File: src/rtl/gsr_pkg.sv
package gsr_pkg;

	// Row and column positions carry one spare bit so that a step past either
	// edge, including a step below zero, lands at or beyond the grid size.
	localparam int POS_W = 6;
	localparam int LEN_W = 5;

	localparam logic CMD_PLACE = 1'b0;
	localparam logic CMD_CLEAR = 1'b1;

	typedef enum logic [1:0] {
		HEAD_NORTH = 2'd0,
		HEAD_SOUTH = 2'd1,
		HEAD_EAST  = 2'd2,
		HEAD_WEST  = 2'd3
	} heading_t;

endpackage

File: src/rtl/gsr_ram.sv
module gsr_ram #(
	parameter int WIDTH = 16,
	parameter int DEPTH = 16,
	localparam int AW = $clog2(DEPTH)
) (
	input  logic             clk,
	input  logic             wr_en,
	input  logic [AW-1:0]    wr_addr,
	input  logic [WIDTH-1:0] wr_data,
	input  logic             rd_en,
	input  logic [AW-1:0]    rd_addr,
	output logic [WIDTH-1:0] rd_data
);

	logic [WIDTH-1:0] mem_q [DEPTH];

	always_ff @(posedge clk) begin
		if (wr_en) begin
			mem_q[wr_addr] <= wr_data;
		end
		if (rd_en) begin
			rd_data <= mem_q[rd_addr];
		end
	end

endmodule

File: src/rtl/grid_segment_reserve_unit.sv
// Place: the run is first checked cell by cell, each cell read while the one before is judged,
// then marked cell by cell with a read and a write of its row in the row memory.
// A blocked or off-grid run ends at the first bad cell; clear and zero length skip both walks.
// One item is in work at a time; the input stalls until its result is in the output register.
// Reset (arst_n low) frees every cell at once through per-row valid bits and empties the output.
module grid_segment_reserve_unit import gsr_pkg::*; #(
	parameter int GRID_SIZE = 16
) (
	input  logic       clk,
	input  logic       arst_n,
	input  logic       in_valid,
	output logic       in_stall,
	input  logic       command,
	input  logic [4:0] start_row,
	input  logic [4:0] start_col,
	input  logic [1:0] heading,
	input  logic [4:0] run_length,
	output logic       out_valid,
	input  logic       out_stall,
	output logic       placed
);

	localparam int AW = $clog2(GRID_SIZE);
	localparam logic [POS_W-1:0] GRID_LIM = POS_W'(GRID_SIZE);

	typedef enum logic [2:0] {
		ST_IDLE,
		ST_CHECK,
		ST_MARK_RD,
		ST_MARK_WR,
		ST_DONE
	} state_t;

	state_t           state_q;
	logic [POS_W-1:0] r_q, c_q, r0_q, c0_q;
	logic [POS_W-1:0] r_next, c_next;
	logic [LEN_W-1:0] remain_q, len_q;
	heading_t         head_q;
	logic             ok_q;
	logic             out_valid_q, placed_q;
	logic [GRID_SIZE-1:0] row_valid_q;

	// Read stage of the cell walk.
	logic             v_s1;
	logic             rowv_s1;
	logic [AW-1:0]    col_s1;

	logic                 in_grid, issue, cell_hit;
	logic                 rd_en, wr_en;
	logic [GRID_SIZE-1:0] rd_data, wr_data, bit_mask;

	// The one stepping unit, shared by the check walk and the mark walk.
	always_comb begin
		r_next = r_q;
		c_next = c_q;
		unique case (head_q)
			HEAD_NORTH: r_next = r_q - POS_W'(1);
			HEAD_SOUTH: r_next = r_q + POS_W'(1);
			HEAD_EAST:  c_next = c_q + POS_W'(1);
			HEAD_WEST:  c_next = c_q - POS_W'(1);
		endcase
	end

	assign in_grid  = (r_q < GRID_LIM) && (c_q < GRID_LIM);
	assign issue    = (remain_q != '0);
	assign cell_hit = v_s1 && rowv_s1 && rd_data[col_s1];
	assign bit_mask = {{(GRID_SIZE-1){1'b0}}, 1'b1} << c_q[AW-1:0];
	assign wr_data  = (rowv_s1 ? rd_data : '0) | bit_mask;
	assign rd_en    = ((state_q == ST_CHECK) && issue && in_grid) || (state_q == ST_MARK_RD);
	assign wr_en    = (state_q == ST_MARK_WR);

	gsr_ram #(
		.WIDTH (GRID_SIZE),
		.DEPTH (GRID_SIZE)
	) u_rows (
		.clk     (clk),
		.wr_en   (wr_en),
		.wr_addr (r_q[AW-1:0]),
		.wr_data (wr_data),
		.rd_en   (rd_en),
		.rd_addr (r_q[AW-1:0]),
		.rd_data (rd_data)
	);

	always_ff @(posedge clk or negedge arst_n) begin
		if (!arst_n) begin
			state_q     <= ST_IDLE;
			r_q         <= '0;
			c_q         <= '0;
			r0_q        <= '0;
			c0_q        <= '0;
			remain_q    <= '0;
			len_q       <= '0;
			head_q      <= HEAD_NORTH;
			ok_q        <= 1'b0;
			out_valid_q <= 1'b0;
			placed_q    <= 1'b0;
			row_valid_q <= '0;
			v_s1        <= 1'b0;
			rowv_s1     <= 1'b0;
			col_s1      <= '0;
		end else begin
			// In ST_DONE the output register is handled by the state itself.
			if (out_valid_q && !out_stall && state_q != ST_DONE) begin
				out_valid_q <= 1'b0;
			end
			unique case (state_q)
				ST_IDLE: begin
					if (in_valid) begin
						r_q      <= {1'b0, start_row};
						c_q      <= {1'b0, start_col};
						r0_q     <= {1'b0, start_row};
						c0_q     <= {1'b0, start_col};
						remain_q <= run_length;
						len_q    <= run_length;
						head_q   <= heading_t'(heading);
						v_s1     <= 1'b0;
						if (command == CMD_CLEAR) begin
							row_valid_q <= '0;
							ok_q        <= 1'b1;
							state_q     <= ST_DONE;
						end else if (run_length == '0) begin
							ok_q    <= 1'b1;
							state_q <= ST_DONE;
						end else begin
							state_q <= ST_CHECK;
						end
					end
				end
				ST_CHECK: begin
					// The cell read last cycle is judged while the next one is read.
					if (cell_hit || (issue && !in_grid)) begin
						ok_q    <= 1'b0;
						v_s1    <= 1'b0;
						state_q <= ST_DONE;
					end else if (!issue && !v_s1) begin
						r_q      <= r0_q;
						c_q      <= c0_q;
						remain_q <= len_q;
						state_q  <= ST_MARK_RD;
					end else begin
						v_s1 <= issue;
						if (issue) begin
							col_s1   <= c_q[AW-1:0];
							rowv_s1  <= row_valid_q[r_q[AW-1:0]];
							r_q      <= r_next;
							c_q      <= c_next;
							remain_q <= remain_q - LEN_W'(1);
						end
					end
				end
				ST_MARK_RD: begin
					rowv_s1 <= row_valid_q[r_q[AW-1:0]];
					state_q <= ST_MARK_WR;
				end
				ST_MARK_WR: begin
					row_valid_q[r_q[AW-1:0]] <= 1'b1;
					r_q      <= r_next;
					c_q      <= c_next;
					remain_q <= remain_q - LEN_W'(1);
					if (remain_q == LEN_W'(1)) begin
						ok_q    <= 1'b1;
						state_q <= ST_DONE;
					end else begin
						state_q <= ST_MARK_RD;
					end
				end
				ST_DONE: begin
					if (!out_valid_q || !out_stall) begin
						out_valid_q <= 1'b1;
						placed_q    <= ok_q;
						state_q     <= ST_IDLE;
					end
				end
				default: begin
					state_q <= ST_IDLE;
				end
			endcase
		end
	end

	assign in_stall  = (state_q != ST_IDLE);
	assign out_valid = out_valid_q;
	assign placed    = placed_q;

endmodule

File: config.mk
export PLATFORM = sky130hd
export DESIGN_NAME = grid_segment_reserve_unit
export DESIGN_NICKNAME = d
export VERILOG_FILES = /design/src/rtl/gsr_pkg.sv /design/src/rtl/gsr_ram.sv /design/src/rtl/grid_segment_reserve_unit.sv
export SDC_FILE = /design/constraint.sdc
export NUM_CORES = 1
export LEC_CHECK = 0
export ABC_AREA = 1
export BUFFER_PORTS_ARGS = -buffer_cell sky130_fd_sc_hd__buf_2
export CAP_MARGIN = 20
export CORE_AREA = 2 2 201 203
export CTS_BUF_LIST = sky130_fd_sc_hd__clkbuf_8
export DETAILED_ROUTE_END_ITERATION = 16
export DIE_AREA = 0 0 203 205
export GPL_TIMING_DRIVEN = 0
export SLEW_MARGIN = 5
export SYNTH_ARGS = -nofsm -noshare
export SYNTH_HDL_FRONTEND = slang
export SYNTH_HIERARCHICAL = 1
export SYNTH_SLANG_ARGS = --single-unit
File: constraint.sdc
create_clock -name clk -period 6.8 [get_ports clk]
set_clock_uncertainty 0.05 [all_clocks]
set_input_delay 1.36 -clock clk [delete_from_list [all_inputs] [get_ports clk]]
set_output_delay 1.36 -clock clk [all_outputs]
set_load 0.01 [all_outputs]
Yosys cells after proc, flatten, opt, wreduce, memory -nomap -nowiden

Memories as Yosys holds them, arrays and structs flattened. A register that Yosys moved wholly into a read port is not among the register bits.
Index checks and enable logic that the tools add are counted.

Word-level logic and storage cells: 142
Memories kept: 1
Latch bits: 0
Register bits after elaboration: 62
Bits in read-only memories: 0
Bits in writable memories: 256
Output and inout bits: 3

Add/subtract/negate cells: 5
Equal/unequal tests: 21
Order comparisons: 5
Divide/modulo/power cells: 0
Bitwise operators: 4
Mux-type cells: 54
Multipliers: 0
Reduce and logical (&&, ||, !) cells: 36
Shifts and indexed selects: 1

Memory list:

| name         | depth | bits a word | rd ports | clocked after Yosys merged registers in | write ports | RTL line      | RTL |
|---|---|---|---|---|---|---|---|
| u_rows.mem_q | 16    | 16          | 1        | 1                                       | 1           | gsr_ram.sv:15 | `logic [WIDTH-1:0] mem_q [DEPTH];` |

Operators with widths:

| operator             | number |
|---|---|
| $mux 16              | 3 |
| $mux 6               | 8 |
| $pmux 6 s3           | 2 |
| $or 16x16->16        | 2 |
| $pmux 16 s2          | 1 |
| $pmux 6 s2           | 2 |
| $mux 3               | 7 |
| $mux 5               | 4 |
| $mux 1               | 19 |
| $shl 1x4->16 const A | 1 |
| $pmux 3 s5           | 1 |
| $pmux 5 s3           | 1 |
| $ne 2x2->1 const B   | 7 |
| $add 6x1->6 const B  | 2 |
| $lt 6x5->1 const B   | 2 |
| $reduce_and 4->1     | 3 |
| $sub 6x1->6 const B  | 2 |
| $logic_and 1x1->1    | 10 |
| $lt 4x5->1 const B   | 2 |
| $ne 3x3->1 const B   | 3 |
| $reduce_and 3->1     | 3 |
| $bmux 1 s4           | 2 |
| $eq 3x2->1 const B   | 2 |
| $reduce_bool 2->1    | 3 |
| other kinds (23)     | 34 |

Logic depth before layout (Yosys ltp)

Gate-level depths: netlist of run 1.

Depth in word-level cells: 7
Gate-level depth with buffers: 17
Gate-level depth less buffers: 16

Cells and area by module

The synthesis of run 1 kept the hierarchy.

By module, submodules not included:

| module                    | area each (µm²) | cells an instance | instances |
|---|---|---|---|
| gsr_ram                   | 11,539.8        | 1,076             | 1 |
| grid_segment_reserve_unit | 4,098.9         | 554               | 1 |

Least setup slack after synthesis of run 1

OpenSTA, ideal clock, no wires.

Kind: reg-to-reg
Start: reg remain_q[0]
End: reg u_rows.rd_data[0] (read register of u_rows.mem_q) (enable)
Required time: 6.336 ns
Setup slack: 4.218 ns
Library setup time: 0.414 ns
Data arrival time: 2.117 ns
Buffers on the path: 0
Stages on the path, launching flop included: 6
Cells stage by stage: dfrtp_1 -> inv_1 -> ha_1 -> nand3_1 -> inv_1 -> o31ai_1

Longest elaborated chain between the ends: 4

RTL lines:

| element                         | RTL line                         | RTL |
|---|---|---|
| start: declaration              | grid_segment_reserve_unit.sv:37  | `logic [LEN_W-1:0] remain_q, len_q;` |
| start signal: assignment        | grid_segment_reserve_unit.sv:114 | `remain_q <= run_length;` |
| start signal: assignment        | grid_segment_reserve_unit.sv:139 | `remain_q <= len_q;` |
| start signal: assignment        | grid_segment_reserve_unit.sv:148 | `remain_q <= remain_q - LEN_W'(1);` |
| $reduce_bool 5->1               | grid_segment_reserve_unit.sv:65  | `assign issue = (remain_q != '0);` |
| $logic_and 1x1->1 (2 in series) | grid_segment_reserve_unit.sv:69  | `assign rd_en = ((state_q == ST_CHECK) && issue && in_grid) \|\| (state_q == ST_MARK_RD);` |
| $logic_or 1x1->1                | grid_segment_reserve_unit.sv:69  |  |
| net rd_en                       | grid_segment_reserve_unit.sv:49  | `logic rd_en, wr_en;` |
| end: declaration                | gsr_ram.sv:12                    | `output logic [WIDTH-1:0] rd_data` |

The timed path passes the listed nets, and every way through them passes these cells.
A chain may end at the register's enable or synchronous reset.

Final worst setup path of run 1

Start: reg state_q[1]
End: out in_stall

Longest elaborated chain between the ends: 1

RTL lines:

| element                  | RTL line                         | RTL |
|---|---|---|
| start: declaration       | grid_segment_reserve_unit.sv:34  | `state_t state_q;` |
| start signal: assignment | grid_segment_reserve_unit.sv:87  | `state_q <= ST_IDLE;` |
| start signal: assignment | grid_segment_reserve_unit.sv:121 | `state_q <= ST_DONE;` |
| start signal: assignment | grid_segment_reserve_unit.sv:124 | `state_q <= ST_DONE;` |
| $reduce_bool 3->1        | grid_segment_reserve_unit.sv:182 | `assign in_stall = (state_q != ST_IDLE);` |
| end: declaration         | grid_segment_reserve_unit.sv:12  | `output logic in_stall,` |

No other way between the ends.

==> results of run 1 <==
registers in the layout, indices dropped and copies added (netlist names), 3 cells and up:
| register | cells |
|---|---|
| r0_q | 5 |
| c_q | 6 |
| c0_q | 5 |
| state_q | 3 |
| remain_q | 5 |
| len_q | 5 |
| u_rows/mem_q | 256 |
| r_q | 6 |
| u_rows/rd_data | 16 |
| row_valid_q | 16 |
| col_s1 | 4 |
stage by stage:
stage,setup slack (ns),hold slack [ns],power [mW],cell area (sq um)
finish,3.91,0.424,3.77,17800
floorplan,4.22,0.388,2.23,15600
global placement,3.52,0.410,2.24,16400
CTS,3.87,0.425,3.80,17800
detailed placement,4.25,0.410,2.24,16900
global route,3.80,0.449,3.89,17800
synth_stat cells, types with 6 or more instances:
library cell,number,area share
a21oi_1,23,0.0074
buf_6,8,0.0058
o22ai_1,24,0.0096
o21ai_0,16,0.0051
clkbuf_1,10,0.0024
xor2_1,6,0.0034
nand4_1,7,0.0028
mux2_2,13,0.0094
dfrtp_1,62,0.099
buf_4,19,0.0091
inv_1,275,0.066
inv_2,12,0.0029
a22oi_1,14,0.0067
nor2_1,36,0.0086
edfxtp_1,272,0.52
buf_2,30,0.0096
nand2_1,486,0.12
nand3_1,264,0.084
ha_1,9,0.0072
where the power goes:
group          internal, mW  leakage, nW         switching [mW]
Sequential             2.19         2.38  0.0000000000000000140
Combinational       0.00482         4.88                 0.0114
Clock                 0.773        0.561                  0.791
Total                  2.96         7.82                  0.803
kinds of logic (layout without fill, tap and decap cells):
logic type,after synthesis,in the layout,share of synthesized area
adders and majority gates,10,10,0.00848
and+or+nand+nor,812,812,0.222
xor gates and xnor gates,9,9,0.00504
buffers and inverters,360,501,0.0974
muxes,13,13,0.00936
DFF,334,334,0.621
AOI/OAI and AO/OA,92,92,0.0359
worst max-delay path, cell delays in order, from the launching register on:
cell and delay [ns]:
dfrtp_1 0.44, nor2_2 0.19, nand2_2 0.11, buf_2 0.15
cell type report:
type | count | area [sq um] | area share
Buffer | 71 | 437 | 0.0245
Clock buffer | 57 | 785 | 0.0440
Clock inverter | 37 | 170 | 0.00955
Inverter | 289 | 1090 | 0.0610
Multi-Input combinational cell | 936 | 4540 | 0.255
Sequential cell | 334 | 9720 | 0.545
Tap cell | 525 | 657 | 0.0369
Timing Repair Buffer | 47 | 430 | 0.0242
how the worst min path moves through the flow:
stage                               end  slack, ns  cells past startpoint
floorplan              ok_q$_DFFE_PN0P_       0.39                      2
global placement    r0_q[2]$_DFFE_PN0P_       0.41                      2
detailed placement     ok_q$_DFFE_PN0P_       0.41                      2
CTS                    ok_q$_DFFE_PN0P_       0.43                      2
global route           ok_q$_DFFE_PN0P_       0.45                      2
finish                 ok_q$_DFFE_PN0P_       0.42                      2
per-layer routing:
layer  global-route usage  up-vias  wire [um]
li1                     -     5507          -
met1                0.271     5576      17700
met2                0.341      412      20000
met3               0.0318       66       3070
met4               0.0717        0       1190
met5                    0        -          0
==> flow_summary.yaml, run 1 <==
yosys:
  synth_edf_count: 272
  seq_area_frac_synth: 0.621
  ys_types: 40
  syn_inst: 1630
  syn_area_per_cell_sq_um: 9.59
  syn-num-nets: 1662
  ys_warn_count: 6
  synth-main-ff-cell: "edfxtp_1"
  async_reset_ff_frac: 0.186
  synth-seq-cells: 334
  syn_area_sq_mm: 0.0156
clock_network:
  cts_max_level: 2
  cts_buffers: 54
  clkTransAtPathRegs_ns: 0.07
  clockBufferDepth: 3
  cts_root_buf: "clkbuf_8"
  cts_tree: "done"
  cts_setup_buffers: 0
  postCtsHoldBufs: 0
  clock_latency_ns: 0.62
  cts_resized: 0
  clkSinkCount: 334
layout:
  num-fill-cells: 3665
  area_delta_synth_final_pct: 14.0
  nNetsFinal: 1765
  final_cells: 2296
  layout_common_cells: "486 x nand2_1, 296 x inv_1, 272 x edfxtp_1"
  drive_above_1_share: 0.136
  fin_util: 0.453
  layout_commonest_cell: "nand2_1"
  n_antenna_cell: 0
route:
  vias_per_cell: 5.04
  finalWirelength_um: 41900
  drc_errors: 0
  final_antenna_net_count: 0
  wl_per_cell_um: 18.2
  drt_iter0_markers: 1181
  firstDrtPassIters: 6
  vias: 11600
worst_setup_path:
  r2r_start: "head_q[1]$_DFFE_PN0P_"
  cp_max_fo: 4
  cp-start-kind: "register"
  crit_required_ns: 5.39
  r2r_end: "r_q[4]$_DFFE_PN0P_"
  cp-end-kind: "output pin"
  crit_type: "reg2out"
  rrSetupSlack_ns: 4.25
  reg2reg_depth: 15
  crit_end: "in_stall"
  arrival_ns: 1.48
  startpoint: "state_q[1]$_DFFE_PN0P_"
sta:
  rsz0062_at_grt: "false"
  relSlewSlack: 0.305
  hold_violations: 0
  tightest_slew_ns: 1.04
  max_freq_mhz: 346
  maxSlewViolCount: 0
  timing.setup.tns_ns: 0
  period_share: 0.426
  setup_viol: 0
  period_needed_ns: 2.89
placed_design:
  port_buffers: 24
  dp.cells: 2201
  dp_hpwl_um: 28700
  gp_congestion: 0.887
global_route:
  grt_antenna_before_repair: 0
  grt_overflow_total: 0
  grt_max_degree: 63
  grt_pass1_vias: 11100
  grt_pass1_wl_um: 63900
  grt_usage: 0.204
floorplan:
  core_sq_mm: 0.0394
  rows: 73
  die_x_um: 203
  die_h_um: 205
  start_util: 0.397
  die-area_sq_mm: 0.0416
  io_pins: 25
hold_path:
  hp-class: "reg2reg"
  min_from: "ok_q$_DFFE_PN0P_"
power_and_ir_drop:
  peakVddDrop_mv: 0.130
  power.leakage_nw: 7.82
  p_per_area_mw_per_mm2: 211
outcome:
  status: "finished clean"
flow_run:
  drv_cap: 0
(Power assumes the default switching activity.)
==> run 2: changes to the inputs <==
ABC_AREA = 0   (was 1)
CORE_AREA = 2 2 190 192   (was 2 2 201 203)
DIE_AREA = 0 0 192 194   (was 0 0 203 205)
clock period = 2.8 ns   (was 6.8 ns; I/O delays follow)
==> run 2 against run 1 <==
  * Register-to-register slack got worse by 4.2 ns
  * Final area fell by 9.5%
  * Non-clock buffer count fell by 16
  * Global-route usage decreased by 3.4 points
  * Sequential cell count unchanged
  * Largest power group unchanged
  * Sequential share of layout area grew 5.7 points
  * Setup slack worse by 3.8 ns
  * First-iteration DRC count shrank 54%
  * Critical path depth is 5 higher
  * Clock power rose to 2.5 times the previous value
  * Routed wire length down 26%
  * Via count is 32% lower
==> flow_summary.yaml, run 2 <==
yosys:
  synth-main-ff-cell: "edfxtp_1"
  seq_area_frac_synth: 0.699
  ys_warn_count: 6
  synth-seq-cells: 334
  syn-num-nets: 854
  synth_edf_count: 272
  synthTopCellsByCount: "272 x edfxtp_1, 62 x dfrtp_1, 61 x mux4_2"
  syn_area_sq_mm: 0.0139
  synth_area_leaders: "edfxtp_1 59%, dfrtp_1 11%, mux4_2 9.9%"
  synth_most_common_cell: "edfxtp_1"
  syn_area_per_cell_sq_um: 16.9
  synthDominantCellAreaShare: 0.587
  async_reset_ff_frac: 0.186
  ys_types: 59
  syn_inst: 822
  yosys.area.top_type: "edfxtp_1"
layout:
  layout_common_cells: "272 x edfxtp_1, 61 x mux4_2, 60 x dfrtp_1"
  largest_register_ff_count: 256
  reg_top3: "u_rows/mem_q (256), row_valid_q (16), u_rows/rd_data (16)"
  fin_util: 0.458
  design_area_sq_mm: 0.0161
  largest_register: "u_rows/mem_q"
  n_antenna_cell: 0
  layout_commonest_cell: "edfxtp_1"
  nNetsFinal: 967
  area_delta_synth_final_pct: 16.0
  drive_above_1_share: 0.264
placed_design:
  dpl_cell_area_sq_mm: 0.0150
  dpl_worst_slack_ns: -0.327
  dp_hpwl_um: 21000
  gp_congestion: 0.795
  port_buffers: 24
worst_setup_path:
  slowest_stage: "or4b_4"
  slowest_delay_ns: 0.51
  r2r_start: "remain_q[0]$_DFFE_PN0P_"
  crit_type: "reg2reg"
  cp-start-kind: "register"
  cp-end-kind: "register"
  arrival_ns: 3.11
  crit_required_ns: 3.20
  r2r_end: "rowv_s1$_DFFE_PN0P_"
  path_cells: "inv_1 > ha_1 > or4b_4 > and3_1 > a41oi_4 > nand2_1 > nor3_2 > mux2_2"
  rrSetupSlack_ns: 0.1
  cp_max_fo: 5
  reg2reg_depth: 8
clock_network:
  cts_tree: "done"
  clock_latency_ns: 0.61
  cts_buffers: 54
  cts_max_level: 2
  clkSinkCount: 334
  clkTransAtPathRegs_ns: 0.06
  cts_root_buf: "clkbuf_8"
  clockBufferDepth: 3
  postCtsHoldBufs: 0
global_route:
  grt_usage: 0.171
  grt_pass1_wl_um: 48200
  grt_overflow_total: 0
  grt_max_degree: 63
  grt_antenna_before_repair: 0
  grt_pass1_vias: 8128
floorplan:
  io_pins: 25
  rows: 69
  die_h_um: 194
  die-area_sq_mm: 0.0372
  core_sq_mm: 0.0352
  die_x_um: 192
  start_util: 0.395
power_and_ir_drop:
  power.leakage_nw: 5.68
  peakVddDrop_mv: 0.480
  fin_total_pwr_mw: 16.1
  p_per_area_mw_per_mm2: 999
flow_run:
  drv_cap: 0
route:
  finalWirelength_um: 31100
  vias: 7884
  drc_errors: 0
  firstDrtPassIters: 4
  wl_per_cell_um: 21.5
  final_antenna_net_count: 0
  drt_iter0_markers: 543
  vias_per_cell: 5.47
sta:
  tightest_slew_ns: 1.04
  period_needed_ns: 2.70
  relSlewSlack: 0.303
  setup_viol: 0
  rsz0062_at_grt: "true"
  whs_ns: 0.0295
  maxSlewViolCount: 0
  hold_violations: 0
  period_share: 0.966
  max_freq_mhz: 370
  fin_ws_ns: 0.0959
outcome:
  status: "finished clean"
hold_path:
  hp-class: "in2async"
[run 2: cell type report]
type                            instances  area [sq um]
Buffer                                 45           230
Clock buffer                           57           785
Clock inverter                         45           224
Fill cell                            3077         19100
Inverter                               12          45.0
Multi-Input combinational cell        431          4050
Sequential cell                       334          9720
Tap cell                              461           577
Timing Repair Buffer                   57           500
[run 2: critical path: cells and delay by family (launching register included)]
family	cells	cell delay, ns
muxes	1	0.35
DFF	1	0.43
and+or+nand+nor	4	1.09
buffers and inverters	1	0.14
AOI/OAI and AO/OA	1	0.23
adders and majority gates	1	0.25
[run 2: power breakdown]
part,internal [mW],switching [mW],total [mW]
Combinational,2.23,3.16,5.39
Clock,1.99,1.93,3.92
Sequential,6.31,0.486,6.80
[run 2: worst max-delay path by stage]
stage / startpoint / to / slack [ns] / cells after the start
after detailed placement: state_q[0]$_DFFE_PN0P_ / u_rows/mem_q[1][9]$_DFFE_PP_ / -0.33 / 6
final: remain_q[0]$_DFFE_PN0P_ / rowv_s1$_DFFE_PN0P_ / 0.1 / 8
after floorplan: state_q[0]$_DFFE_PN0P_ / u_rows/mem_q[12][0]$_DFFE_PP_ / 0.05 / 5
after global placement: state_q[0]$_DFFE_PN0P_ / u_rows/mem_q[8][12]$_DFFE_PP_ / -1.54 / 5
after CTS: r_q[0]$_DFFE_PN0P_ / r_q[4]$_DFFE_PN0P_ / 0.02 / 9
after global routing: r_q[1]$_DFFE_PN0P_ / u_rows/rd_data[3]$_DFFE_PP_ / -0.01 / 5
[run 2: what timing repair did]
item	CTS	global route
setup buffers	1	1
endpoints found under the setup margin	145	35
pin swaps	1	1
gates resized for setup	10	14
[run 2: stage by stage]
step	cells	TNS (ns)
2_1_floorplan	822	0
3_3_place_gp	1307	-233.46
3_5_place_dp	1337	-16.55
4_1_cts	1440	0
5_1_grt	1442	-0.0212
6_report	1442	0
[run 2: cell families (layout without fill, tap and decap cells)]
kind of cell,count (synthesis),after routing,share of synthesized area
buffers and inverters,57,216,0.0193
adder cells (fa/ha/maj),10,10,0.00954
flip-flops,334,334,0.699
AND/OR/NAND/NOR,183,183,0.0645
multiplexers,98,98,0.139
XOR/XNOR,4,4,0.00252
AO/OA/AOI/OAI,136,136,0.0661
[run 2: metal layers]
metal,routed length [um],up-vias,track usage
met3,1460,41,0.0299
met2,15500,202,0.285
li1,-,3543,-
met4,452,0,0.0444
met5,0,-,0
met1,13700,4098,0.232
